--- src/rtl/core/pulse_train_ramp_timer_planner_macros.svh ---
// Assertion helpers for the pulse train ramp planner.
`ifndef PULSE_TRAIN_RAMP_TIMER_PLANNER_MACROS_SVH
`define PULSE_TRAIN_RAMP_TIMER_PLANNER_MACROS_SVH

// Implication checked on every rising edge outside reset.
`define PTRP_ASSERT_IMP(label, clk, rst_n, ante, cons, msg) \
  label: assert property (@(posedge clk) disable iff (!rst_n) (ante) |-> (cons)) \
    else $error(msg);

// Next-cycle implication.
`define PTRP_ASSERT_NEXT(label, clk, rst_n, ante, cons, msg) \
  label: assert property (@(posedge clk) disable iff (!rst_n) (ante) |=> (cons)) \
    else $error(msg);

`endif

--- src/rtl/core/ptrp_pkg.sv ---
`timescale 1ns / 1ps
package ptrp_pkg;
  localparam int unsigned Channels = 6;
  localparam int unsigned ChW = 3;
  localparam int unsigned ChIdxW = (Channels > 1) ? $clog2(Channels) : 1;

  localparam logic [15:0] IdleReload = 16'd49999;
  localparam logic [11:0] IdlePrescaler = 12'd100;
  localparam logic [9:0] Permille = 10'd1000;

  // x / 1000 as (x * RcpPermille) >> RcpShift, exact for x below 2^26
  localparam logic [26:0] RcpPermille = 27'd68719477;
  localparam int unsigned RcpShift = 36;

  localparam logic [27:0] RstTimerClk = 28'd84000000;
  localparam logic [15:0] RstRampIntv = 16'd100;
  localparam logic [15:0] RstStartFreq = 16'd10;
  localparam logic [19:0] RstFreeMax = 20'd5000;

  typedef enum logic [1:0] {
    ActWrite  = 2'd0,
    ActTick   = 2'd1,
    ActUpdate = 2'd2,
    ActNone   = 2'd3
  } action_e;

  typedef enum logic [1:0] {
    RegTimerClk = 2'd0,
    RegRampIntv = 2'd1,
    RegStartFreq = 2'd2,
    RegFreeMax  = 2'd3
  } cfg_reg_e;

  typedef enum logic [3:0] {
    StIdle,
    StRamp,
    StUpdPrep,
    StDiv1,
    StDiv2,
    StMul,
    StRcp,
    StOut
  } state_e;

  // Divider operand select.
  typedef enum logic {
    DivFreq = 1'b0,   // timer clock / frequency
    DivPsc  = 1'b1    // first quotient / (prescaler + 1)
  } div_sel_e;

  // Controller -> datapath commands.
  typedef struct packed {
    logic accept;       // latch input item
    logic tick_inc;     // advance divider
    logic ramp_start;   // clear ramp index
    logic ramp_step;    // ramp one channel
    logic upd_prep;     // store write item; enable edge and pulse bookkeeping
    logic div_start;    // start divider with selected operands
    div_sel_e div_sel;
    logic mul_load;
    logic rcp_load;
    logic out_load;
  } cmd_t;

  // Datapath -> controller status.
  typedef struct packed {
    logic ramp_due;
    logic ramp_last;
    logic ch_valid;
    logic active;
    logic div_done;
  } status_t;
endpackage

--- src/rtl/core/pulse_train_ramp_timer_planner.sv ---
`timescale 1ns / 1ps
// Channel     | Dir | Handshake            | Payload
// s_axis      | in  | tvalid/tready        | tdata job/channel, tuser action
// m_axis      | out | tvalid/tready        | tdata timer values and flags
// cfg         | in  | cfg_valid/cfg_ready  | cfg_index, cfg_data
// Write: latch, then store. Tick: latch, advance the tick divider and, if due,
// ramp each channel (one channel per cycle). Update: two passes of a 28-step
// divider, duty multiply and reciprocal scale by 1000. One item at a time; the
// result sits in an output register, so the next item is taken while it waits;
// an update stalls until the previous result has transferred. Async active-low
// reset restores control, config and channel state, not item or result regs.
module pulse_train_ramp_timer_planner (
  input  logic        clk_i,
  input  logic        rst_ni,
  input  logic        s_axis_tvalid,
  output logic        s_axis_tready,
  // [2:0] channel, [3] enable, [27:4] pulse_count, [47:28] target_freq,
  // [63:48] accel_step, [73:64] duty_permille
  input  logic [79:0] s_axis_tdata,
  input  logic [1:0]  s_axis_tuser,   // [1:0] action
  output logic        m_axis_tvalid,
  input  logic        m_axis_tready,
  // [2:0] out_channel, [14:3] prescaler, [30:15] reload, [46:31] compare,
  // [47] counter_restart, [48] job_finished, [49] enabled_now
  output logic [55:0] m_axis_tdata,
  input  logic        cfg_valid,
  output logic        cfg_ready,
  input  logic [1:0]  cfg_index,
  input  logic [27:0] cfg_data
);
  import ptrp_pkg::*;
  cmd_t cmd;
  status_t sts;
  logic [1:0] act;
  logic [51:0] otd;
  logic [73:0] itd;

  assign itd = s_axis_tdata[73:0];
  assign cfg_ready = 1'b1;
  assign m_axis_tdata = {4'd0, otd};

  ptrp_ctrl u_ctrl (
    .clk_i, .rst_ni,
    .in_valid_i(s_axis_tvalid), .in_ready_o(s_axis_tready),
    .out_valid_o(m_axis_tvalid), .out_ready_i(m_axis_tready),
    .act_i(act), .sts_i(sts), .cmd_o(cmd)
  );

  ptrp_datapath u_dp (
    .clk_i, .rst_ni, .cmd_i(cmd), .sts_o(sts),
    .in_tdata_i(itd), .in_tuser_i(s_axis_tuser),
    .cfg_valid_i(cfg_valid), .cfg_index_i(cfg_index), .cfg_data_i(cfg_data),
    .act_o(act), .out_tdata_o(otd)
  );
endmodule

--- src/rtl/core/ptrp_divider.sv ---
`timescale 1ns / 1ps
// Restoring divider, one quotient bit per cycle, 28-bit operands.
module ptrp_divider (
  input  logic        clk_i,
  input  logic        rst_ni,
  input  logic        start_i,
  input  logic [27:0] num_i,
  input  logic [27:0] den_i,
  output logic        done_o,
  output logic [27:0] quot_o
);
  logic [27:0] q_q, q_d;
  logic [28:0] r_q, r_d;
  logic [27:0] den_q, den_d;
  logic [4:0]  cnt_q, cnt_d;
  logic        busy_q, busy_d, done_q, done_d;
  logic [28:0] trial;

  always_comb begin
    q_d = q_q;
    r_d = r_q;
    den_d = den_q;
    cnt_d = cnt_q;
    busy_d = busy_q;
    done_d = 1'b0;
    trial = {r_q[27:0], q_q[27]} - {1'b0, den_q};
    if (start_i) begin
      q_d = num_i;
      r_d = '0;
      den_d = den_i;
      cnt_d = 5'd28;
      busy_d = 1'b1;
    end else if (busy_q) begin
      if (!trial[28]) begin
        r_d = trial;
        q_d = {q_q[26:0], 1'b1};
      end else begin
        r_d = {r_q[27:0], q_q[27]};
        q_d = {q_q[26:0], 1'b0};
      end
      cnt_d = cnt_q - 5'd1;
      if (cnt_q == 5'd1) begin
        busy_d = 1'b0;
        done_d = 1'b1;
      end
    end
  end

  always_ff @(posedge clk_i or negedge rst_ni) begin
    if (!rst_ni) begin
      busy_q <= 1'b0;
      done_q <= 1'b0;
      cnt_q <= '0;
    end else begin
      busy_q <= busy_d;
      done_q <= done_d;
      cnt_q <= cnt_d;
    end
  end

  always_ff @(posedge clk_i) begin
    q_q <= q_d;
    r_q <= r_d;
    den_q <= den_d;
  end

  assign done_o = done_q;
  assign quot_o = q_q;
endmodule

--- src/rtl/core/ptrp_datapath.sv ---
`timescale 1ns / 1ps
`include "pulse_train_ramp_timer_planner_macros.svh"
module ptrp_datapath (
  input  logic                 clk_i,
  input  logic                 rst_ni,
  input  ptrp_pkg::cmd_t       cmd_i,
  output ptrp_pkg::status_t    sts_o,
  input  logic [73:0]          in_tdata_i,
  input  logic [1:0]           in_tuser_i,
  input  logic                 cfg_valid_i,
  input  logic [1:0]           cfg_index_i,
  input  logic [27:0]          cfg_data_i,
  output logic [1:0]           act_o,
  output logic [51:0]          out_tdata_o
);
  import ptrp_pkg::*;

  localparam logic [ChIdxW-1:0] LastCh = ChIdxW'(Channels - 1);

  logic [27:0] timer_clk_q;
  logic [15:0] ramp_intv_q, start_freq_q;
  logic [19:0] free_max_q;

  logic [Channels-1:0] en_q, prev_q, armed_q, seek_q;
  logic [23:0] total_q [Channels];
  logic [23:0] left_q  [Channels];
  logic [23:0] decel_q [Channels];
  logic [19:0] cur_q   [Channels];
  logic [19:0] goal_q  [Channels];
  logic [15:0] step_q  [Channels];
  logic [9:0]  duty_q  [Channels];
  logic [15:0] tick_q;

  // latched item
  logic [1:0]  act_q;
  logic [2:0]  ch_q;
  logic        wen_q;
  logic [23:0] wcnt_q;
  logic [19:0] wgoal_q;
  logic [15:0] wstep_q;
  logic [9:0]  wduty_q;

  logic [ChIdxW-1:0] ridx_q;
  logic [ChIdxW-1:0] sel;
  logic [27:0] div_q1_q;
  logic [11:0] psc_q;
  logic [15:0] arr_q;
  logic [25:0] prod_q;
  logic [52:0] rcp_q;
  logic        restart_q;
  logic [9:0]  dcl;

  logic        div_start, div_done;
  logic [27:0] div_num, div_den, div_quot;
  logic [16:0] tick_inc;

  assign sel = ch_q[ChIdxW-1:0];
  assign act_o = act_q;
  assign tick_inc = {1'b0, tick_q} + 17'd1;
  assign dcl = (duty_q[sel] > Permille) ? Permille : duty_q[sel];

  always_comb begin
    case (cmd_i.div_sel)
      DivFreq: begin
        div_num = timer_clk_q;
        div_den = (cur_q[sel] == '0) ? 28'd1 : {8'd0, cur_q[sel]};
      end
      DivPsc: begin
        div_num = div_q1_q;
        div_den = {16'd0, psc_q} + 28'd1;
      end
      default: begin
        div_num = timer_clk_q;
        div_den = 28'd1;
      end
    endcase
  end
  assign div_start = cmd_i.div_start;

  ptrp_divider u_div (
    .clk_i, .rst_ni,
    .start_i(div_start), .num_i(div_num), .den_i(div_den),
    .done_o(div_done), .quot_o(div_quot)
  );

  assign sts_o.ramp_due = (tick_inc[15:0] > ramp_intv_q);
  assign sts_o.ramp_last = (ridx_q == LastCh);
  assign sts_o.ch_valid = ({29'd0, ch_q} < 32'(Channels)) && (act_q != ActNone);
  assign sts_o.active = en_q[sel] && (left_q[sel] != '0 || total_q[sel] == '0);
  assign sts_o.div_done = div_done;

  // config
  always_ff @(posedge clk_i or negedge rst_ni) begin
    if (!rst_ni) begin
      timer_clk_q <= RstTimerClk;
      ramp_intv_q <= RstRampIntv;
      start_freq_q <= RstStartFreq;
      free_max_q <= RstFreeMax;
    end else if (cfg_valid_i) begin
      case (cfg_reg_e'(cfg_index_i))
        RegTimerClk:  timer_clk_q <= cfg_data_i;
        RegRampIntv:  ramp_intv_q <= cfg_data_i[15:0];
        RegStartFreq: start_freq_q <= cfg_data_i[15:0];
        RegFreeMax:   free_max_q <= cfg_data_i[19:0];
        default: ;
      endcase
    end
  end

  always_ff @(posedge clk_i) begin
    if (cmd_i.accept) begin
      act_q <= in_tuser_i;
      ch_q <= in_tdata_i[2:0];
      wen_q <= in_tdata_i[3];
      wcnt_q <= in_tdata_i[27:4];
      wgoal_q <= in_tdata_i[47:28];
      wstep_q <= in_tdata_i[63:48];
      wduty_q <= in_tdata_i[73:64];
    end
    if (div_done) begin
      case (cmd_i.div_sel)
        DivFreq: begin
          div_q1_q <= div_quot;
          psc_q <= div_quot[27:16];   // divide by 0x10000
        end
        DivPsc: arr_q <= div_quot[15:0];
        default: ;
      endcase
    end
    if (cmd_i.mul_load) prod_q <= {16'd0, dcl} * {10'd0, arr_q};
    if (cmd_i.rcp_load) rcp_q <= {27'd0, prod_q} * {26'd0, RcpPermille};
    if (cmd_i.upd_prep) begin
      restart_q <= en_q[sel] && !prev_q[sel];
    end
    if (cmd_i.out_load) begin
      out_tdata_o[2:0] <= ch_q;
      out_tdata_o[14:3] <= sts_o.active ? psc_q : IdlePrescaler;
      out_tdata_o[30:15] <= sts_o.active ? arr_q : IdleReload;
      out_tdata_o[46:31] <= sts_o.active ? rcp_q[RcpShift +: 16] : 16'd0;
      out_tdata_o[47] <= restart_q;
      out_tdata_o[48] <= !sts_o.active && en_q[sel];
      out_tdata_o[49] <= en_q[sel] && !(!sts_o.active && armed_q[sel]);
      out_tdata_o[51:50] <= 2'd0;
    end
  end

  // channel state
  logic [19:0] f, fs, fa, fr;
  logic [20:0] fsum;
  logic [23:0] dp;
  always_comb begin
    dp = decel_q[ridx_q];
    if (seek_q[ridx_q]) begin
      if (cur_q[ridx_q] >= goal_q[ridx_q]) dp = total_q[ridx_q] - left_q[ridx_q];
      else dp = {1'b0, total_q[ridx_q][23:1]};
    end
    f = cur_q[ridx_q];
    if (f > {4'd0, step_q[ridx_q]}) fs = f - {4'd0, step_q[ridx_q]};
    else fs = {4'd0, start_freq_q};
    if (fs < {4'd0, start_freq_q}) fs = {4'd0, start_freq_q};
    fsum = {1'b0, f} + {5'd0, step_q[ridx_q]};
    fa = (fsum > {1'b0, goal_q[ridx_q]}) ? goal_q[ridx_q] : fsum[19:0];
    // free run: clamp to free_max, never below 1
    fr = (goal_q[ridx_q] > free_max_q) ? free_max_q : goal_q[ridx_q];
    if (fr == '0) fr = 20'd1;
  end

  always_ff @(posedge clk_i or negedge rst_ni) begin
    if (!rst_ni) begin
      en_q <= '0; prev_q <= '0; armed_q <= '0; seek_q <= '1;
      tick_q <= '0; ridx_q <= '0;
      for (int i = 0; i < Channels; i++) begin
        total_q[i] <= '0; left_q[i] <= '0; decel_q[i] <= '0;
        cur_q[i] <= {4'd0, RstStartFreq}; goal_q[i] <= 20'd1;
        step_q[i] <= '0; duty_q[i] <= '0;
      end
    end else begin
      if (cmd_i.tick_inc) tick_q <= sts_o.ramp_due ? 16'd0 : tick_inc[15:0];
      if (cmd_i.ramp_start) ridx_q <= '0;
      if (cmd_i.ramp_step) begin
        ridx_q <= ridx_q + 1'b1;
        if (!en_q[ridx_q]) begin
          cur_q[ridx_q] <= {4'd0, start_freq_q};
          seek_q[ridx_q] <= 1'b1;
        end else if (total_q[ridx_q] != '0) begin
          decel_q[ridx_q] <= dp;
          if (seek_q[ridx_q] && cur_q[ridx_q] >= goal_q[ridx_q]) seek_q[ridx_q] <= 1'b0;
          cur_q[ridx_q] <= (left_q[ridx_q] < dp) ? fs : fa;
        end else begin
          cur_q[ridx_q] <= fr;
        end
      end
      if (act_q == ActWrite && cmd_i.upd_prep) begin
        en_q[sel] <= wen_q; total_q[sel] <= wcnt_q; goal_q[sel] <= wgoal_q;
        step_q[sel] <= wstep_q; duty_q[sel] <= wduty_q;
      end
      if (act_q == ActUpdate && cmd_i.upd_prep && en_q[sel] && !prev_q[sel]) begin
        left_q[sel] <= total_q[sel];
        armed_q[sel] <= 1'b1;
      end
      if (act_q == ActUpdate && cmd_i.out_load) begin
        if (sts_o.active) begin
          if (left_q[sel] != '0) left_q[sel] <= left_q[sel] - 24'd1;
          prev_q[sel] <= en_q[sel];
        end else if (en_q[sel] && armed_q[sel]) begin
          en_q[sel] <= 1'b0; armed_q[sel] <= 1'b0; prev_q[sel] <= 1'b0;
        end else prev_q[sel] <= en_q[sel];
      end
    end
  end

  `PTRP_ASSERT_IMP(a_div_start_not_done, clk_i, rst_ni, div_start, !div_done, "divider restarted while finishing")
  `PTRP_ASSERT_NEXT(a_tick_bounded, clk_i, rst_ni, cmd_i.tick_inc && sts_o.ramp_due, tick_q == 16'd0, "divider not cleared")
  `PTRP_ASSERT_IMP(a_ramp_idx, clk_i, rst_ni, cmd_i.ramp_step, ridx_q <= LastCh, "ramp index out of range")
endmodule

--- src/rtl/core/ptrp_ctrl.sv ---
`timescale 1ns / 1ps
`include "pulse_train_ramp_timer_planner_macros.svh"
module ptrp_ctrl (
  input  logic              clk_i,
  input  logic              rst_ni,
  input  logic              in_valid_i,
  output logic              in_ready_o,
  output logic              out_valid_o,
  input  logic              out_ready_i,
  input  logic [1:0]        act_i,
  input  ptrp_pkg::status_t sts_i,
  output ptrp_pkg::cmd_t    cmd_o
);
  import ptrp_pkg::*;
  state_e state_q, state_d;
  logic   ov_q, ov_d;
  logic   prep_q, prep_d;

  always_ff @(posedge clk_i or negedge rst_ni) begin
    if (!rst_ni) begin
      state_q <= StIdle; ov_q <= 1'b0; prep_q <= 1'b0;
    end else begin
      state_q <= state_d; ov_q <= ov_d; prep_q <= prep_d;
    end
  end

  always_comb begin
    state_d = state_q;
    cmd_o = '0;
    ov_d = ov_q && !out_ready_i;
    prep_d = 1'b0;
    in_ready_o = 1'b0;
    case (state_q)
      StIdle: begin
        in_ready_o = 1'b1;
        if (in_valid_i) begin
          cmd_o.accept = 1'b1;
          state_d = StUpdPrep;
        end
      end
      StUpdPrep: begin
        if (act_i == ActTick) begin
          cmd_o.tick_inc = 1'b1;
          cmd_o.ramp_start = 1'b1;
          state_d = sts_i.ramp_due ? StRamp : StIdle;
        end else if (!sts_i.ch_valid) begin
          state_d = StIdle;
        end else if (act_i == ActWrite) begin
          cmd_o.upd_prep = 1'b1;
          state_d = StIdle;
        end else begin
          cmd_o.upd_prep = 1'b1;
          cmd_o.div_start = 1'b1;
          cmd_o.div_sel = DivFreq;
          state_d = StDiv1;
        end
      end
      StRamp: begin
        cmd_o.ramp_step = 1'b1;
        if (sts_i.ramp_last) state_d = StIdle;
      end
      StDiv1: begin
        cmd_o.div_sel = DivFreq;
        if (sts_i.div_done) begin
          prep_d = 1'b1;
          state_d = StDiv2;
        end
      end
      StDiv2: begin
        cmd_o.div_sel = DivPsc;
        cmd_o.div_start = prep_q;
        if (sts_i.div_done) state_d = StMul;
      end
      StMul: begin
        cmd_o.mul_load = 1'b1;
        state_d = StRcp;
      end
      StRcp: begin
        cmd_o.rcp_load = 1'b1;
        state_d = StOut;
      end
      StOut: begin
        if (!ov_q) begin
          cmd_o.out_load = 1'b1;
          ov_d = 1'b1;
          state_d = StIdle;
        end
      end
      default: state_d = StIdle;
    endcase
  end
  assign out_valid_o = ov_q;

  `PTRP_ASSERT_IMP(a_ready_idle, clk_i, rst_ni, in_ready_o, state_q == StIdle, "ready outside idle")
  `PTRP_ASSERT_NEXT(a_out_set, clk_i, rst_ni, cmd_o.out_load, out_valid_o, "result not raised")
  `PTRP_ASSERT_IMP(a_no_overwrite, clk_i, rst_ni, cmd_o.out_load, !ov_q || out_ready_i, "result overwritten")
endmodule

--- config.mk ---
export PLATFORM = sky130hd
export DESIGN_NAME = pulse_train_ramp_timer_planner
export DESIGN_NICKNAME = d
export VERILOG_FILES = /design/src/rtl/core/ptrp_pkg.sv /design/src/rtl/core/pulse_train_ramp_timer_planner.sv /design/src/rtl/core/ptrp_divider.sv /design/src/rtl/core/ptrp_datapath.sv /design/src/rtl/core/ptrp_ctrl.sv
export VERILOG_INCLUDE_DIRS = /design/src /design/src/rtl/core
export SDC_FILE = /design/constraint.sdc
export NUM_CORES = 2
export LEC_CHECK = 0
export BUFFER_PORTS_ARGS = -buffer_cell sky130_fd_sc_hd__clkbuf_2
export CAP_MARGIN = 25
export CORE_MARGIN = 2
export CORE_UTILIZATION = 40
export CTS_BUF_LIST = sky130_fd_sc_hd__clkbuf_8 sky130_fd_sc_hd__clkbuf_16
export DETAILED_ROUTE_END_ITERATION = 12
export HOLD_SLACK_MARGIN = 0.15
export SETUP_SLACK_MARGIN = 0.3
export SYNTH_ARGS = -nofsm -noshare
export SYNTH_HDL_FRONTEND = slang
export SYNTH_HIERARCHICAL = 1
export SYNTH_SLANG_ARGS = --single-unit
--- constraint.sdc ---
create_clock -name clk_i -period 12.7 [get_ports clk_i]
set_clock_uncertainty 0.2 [all_clocks]
set_input_delay 1.905 -clock clk_i [delete_from_list [all_inputs] [get_ports clk_i]]
set_output_delay 1.905 -clock clk_i [all_outputs]
set_load 0.01 [all_outputs]
==> summary.md <==
| Metric | Value |
|---|---|
| Post-route setup TNS | `0 ps` |
| Clock Power Share | `17.3%` |
| Clk Latency, worst-skew pair | `820 ps` |
| Num ports | `176` |
| Unrepaired setup endpoints after global routing | `no` |
| Clk sink count | `1,260` |
| Synth cell types | `103` |
| Startpoint types | `register` |
| # port buffers | `162` |
| YS warnings | `6` |
| Internal Pwr Total | `13,600 µW` |
| Slew Limit Fails | `0` |
| Final hold slack | `227 ps` |
| Max Cap Viol | `0` |
| First-pass GRT wire length | `380 mm` |
| Worst Setup SP | `u_dp/ridx_q[2]$_DFFE_PN0P_` |
| Reg2reg path depth | `26` |
| Setup violators final | `0` |
| Synth Instances | `7,495` |
| Die extent in x | `453 µm` |
| Root buf cell | `clkbuf_16` |
| Reg2Reg Setup Slack | `1940 ps` |
| HP Class | `register to register` |
| Clock transition at the registers of the reported paths | `60 ps` |
| Seq pwr share | `25.5%` |
| WP data required | `13,130 ps` |
| Die area | `0.206 mm²` |
| Initial antenna violation count | `8` |
| Syn-to-layout area delta | `11.2%` |
| Final net count | `8,519` |
| Met3 routed WL | `16.3 mm` |
| Initial DRC count | `4,937` |
| P_leak | `0.0415 µW` |
| Overall Global Routing Usage | `24.2%` |
| Slew HR | `21.0%` |
| Crit end category | `register` |
| Vias in the first global route | `60,400` |
| VDD IR max | `0.000265 V` |
| FMAX | `0.0929 GHz` |
| Fin crit period | `10,760 ps` |
| Rows | `164` |
| Period utilization | `84.7%` |
| Post-cts sizing count | `0` |
| Post-CTS Hold Buffers | `0` |
| Power Density | `276 mW/mm²` |
| Worst slew pin tran | `1170 ps` |
| Largest net degree at the start of global routing | `184` |
| CTS tree | `done` |
| Core Box Area | `0.200 mm²` |
| CP max FO | `35` |
| Clock Path Buffers | `3` |
| Final WS setup | `1940 ps` |
| Yosys reg bits | `1,260` |
| Post-synth top area cell | `dfrtp_1` |
| R2r startpoint | `u_dp/ridx_q[2]$_DFFE_PN0P_` |
| Cell Area, Synth | `0.0808 mm²` |
| DIE HEIGHT | `453 µm` |
| Setup bufs post-CTS | `0` |
| WL/cell | `24.1 µm` |
| Status | `complete, no violations` |
| Gate power share | `57.1%` |
| Metal2 WL | `113 mm` |
| Via count | `59,500` |
| Critical path class | `register to register` |
| Mean number of vias per cell | `5.77` |
| Fraction of registers with async set/reset | `76.4%` |
| Top-area cell type share of the netlist area | `28.5%` |
| Share of cells above drive strength 1 | `19.0%` |
| Switching pwr | `11,200 µW` |
| Worst Path Arrival | `11,200 ps` |
| Final Hold Viols | `0` |
| Post-route ant nets | `0` |
| Starting density of the core | `40.4%` |
| Num CTS Buffers | `147` |
| Sequential-to-total area share from yosys stat | `40.6%` |
| Final GP Congestion | `0.936` |
| Post-synth EDFFs | `269` |
| Top Metal Used | `met4` |
| H-Tree Depth | `4` |
| WL met1 | `108 mm` |
| Synth Flop Type | `dfrtp_1` |
| CP Capture Point | `u_dp/cur_q[114]$_DFFE_PN0P_` |
| Detailed placement HPWL | `175 mm` |
| Synth area leaders | `dfrtp_1 (28%), edfxtp_1 (10%), mux2_2 (9.8%), ha_1 (8.2%), fa_1 (8.1%)` |
| RR Endpoint | `u_dp/cur_q[114]$_DFFE_PN0P_` |
| Sw frac | `45.0%` |
| Avg Synthesized Cell Area | `10.8 µm²` |
| Post-Route WL | `249 mm` |
| Initial DRT Pass Iterations | `6` |
| DR DRC count | `0` |
| Pre-CTS WS | `2240 ps` |
| Grt ovf | `0` |
sequential cells by signal (all words and copies together) (netlist names), 20 cells and up, named ones only:
name and count:
u_dp/goal_q 120, u_dp/left_q 144, u_dp/timer_clk_q 28, u_dp/free_max_q 20
u_dp/u_div/r_q 28, u_dp/prod_q 26, u_dp/div_q1_q 28, u_dp/duty_q 60
u_dp/step_q 96, u_dp/total_q 144, u_dp/cur_q 120, u_dp/u_div/quot_o 28
u_dp/u_div/den_q 28, u_dp/wcnt_q 24, u_dp/out_tdata_o 50, u_dp/wgoal_q 20
u_dp/decel_q 144
per-layer routing:
metal	vias up	track usage, %
li1	26700	-
met1	30300	33.2
met4	0	10.8
met2	2065	37.8
met3	497	3.80
met5	-	0
power groups by stage:
stage / Combinational, µW / Clock [µW] / Sequential [µW]
floorplan: 9880 / 0 / 6030
detailed placement: 13900 / 0 / 6370
global route: 15600 / 4560 / 6470
global placement: 13600 / 0 / 6300
finish: 14200 / 4300 / 6320
CTS: 14000 / 4390 / 6300
stage by stage:
step	utilization (%)	cell area, µm²	instances	power (µW)
3_5_place_dp	42.3	84700	10000	20300
3_3_place_gp	42.2	84500	10000	19900
5_1_grt	44.9	89900	10300	26600
2_1_floorplan	-	80900	7507	15900
4_1_cts	44.8	89600	10300	24700
6_report	44.9	89900	10300	24800
logic make-up (layout without fill, tap and decap cells):
family,after synthesis,count (layout),synth area share [%]
other,3,21,0.0139
adder cells (fa/ha/maj),856,856,16.3
flip-flops,1260,1260,40.6
multiplexers,981,981,14.1
AND/OR/NAND/NOR,1491,1491,8.63
AO/OA/AOI/OAI,1626,1626,13.2
XOR/XNOR,156,156,1.69
buffers and inverters,1122,1277,5.50
cells in the mapped netlist (22+ instances only):
| cell type | instances |
|---|---|
| dfrtp_1 | 920 |
| nor3_1 | 46 |
| a21oi_1 | 245 |
| o21ai_0 | 483 |
| fa_1 | 326 |
| nand2_1 | 655 |
| edfxtp_1 | 269 |
| a31oi_1 | 43 |
| nand4_1 | 46 |
| nand3_1 | 98 |
| inv_1 | 684 |
| nand2b_1 | 48 |
| dfxtp_1 | 28 |
| mux2i_1 | 219 |
| dfstp_2 | 43 |
| nor4_1 | 26 |
| clkbuf_1 | 264 |
| o22ai_1 | 51 |
| o21a_1 | 34 |
| mux2_2 | 703 |
| mux4_2 | 57 |
| xor2_1 | 52 |
| buf_1 | 83 |
| a22oi_1 | 213 |
| a211oi_1 | 53 |
| and3_1 | 28 |
| nor2b_1 | 43 |
| o211ai_1 | 170 |
| buf_2 | 58 |
| and2_1 | 122 |
| ha_1 | 530 |
| o21ai_1 | 22 |
| a21o_1 | 57 |
| xnor2_1 | 104 |
| a221oi_1 | 55 |
| nor2_1 | 283 |
cells in the final DEF (no fill, tap or decap), drive strengths merged, types with 246 or more instances in the layout:
master and count:
a21oi 246, clkbuf 336, dfrtp 920, edfxtp 269
fa 326, ha 530, inv 732, mux2 705
nand2 655, nor2 283, o21ai 506
critical path: stages (launching register included):
cell and delay, ps:
dfrtp_4 790, buf_4 470, mux2i_1 270, o2bb2ai_1 100
a222oi_1 880, ha_1 320, inv_1 70, fa_1 450
a21oi_1 220, nor2_1 100, o31a_1 320, o311ai_0 790
o21ai_0 220, xnor2_1 170, nand2_1 60, o21ai_0 140
a21oi_1 620, inv_1 110, ha_1 310, nand4_1 80
or2_2 300, or4_1 550, o21ai_0 940, nand2_1 410
and2_1 560, a211oi_1 890, o21ai_0 200
worst min-delay path by stage:
| stage | cells after the start | start | to |
|---|---|---|---|
| after global routing | 0 | u_dp/restart_q$_DFFE_PP_ | u_dp/out_tdata_o[47]$_DFFE_PP_ |
| final | 0 | u_dp/restart_q$_DFFE_PP_ | u_dp/out_tdata_o[47]$_DFFE_PP_ |
| after detailed placement | 0 | u_dp/restart_q$_DFFE_PP_ | u_dp/out_tdata_o[47]$_DFFE_PP_ |
| after CTS | 0 | u_dp/restart_q$_DFFE_PP_ | u_dp/out_tdata_o[47]$_DFFE_PP_ |
| after floorplan | 0 | u_dp/restart_q$_DFFE_PP_ | u_dp/out_tdata_o[47]$_DFFE_PP_ |
| after global placement | 0 | u_dp/restart_q$_DFFE_PP_ | u_dp/out_tdata_o[47]$_DFFE_PP_ |
final cells by class:
type	count	area [µm²]
fillers	18700	110000
clock inverters	90	782
repair buffers	323	2350
inverters	689	2590
clock buffers	175	4130
diodes	6	15.0
multi-input cells	5125	43900
well taps	2656	3320
flip-flops and latches	1260	32800
Note: power is estimated with default switching activity, not from simulation.
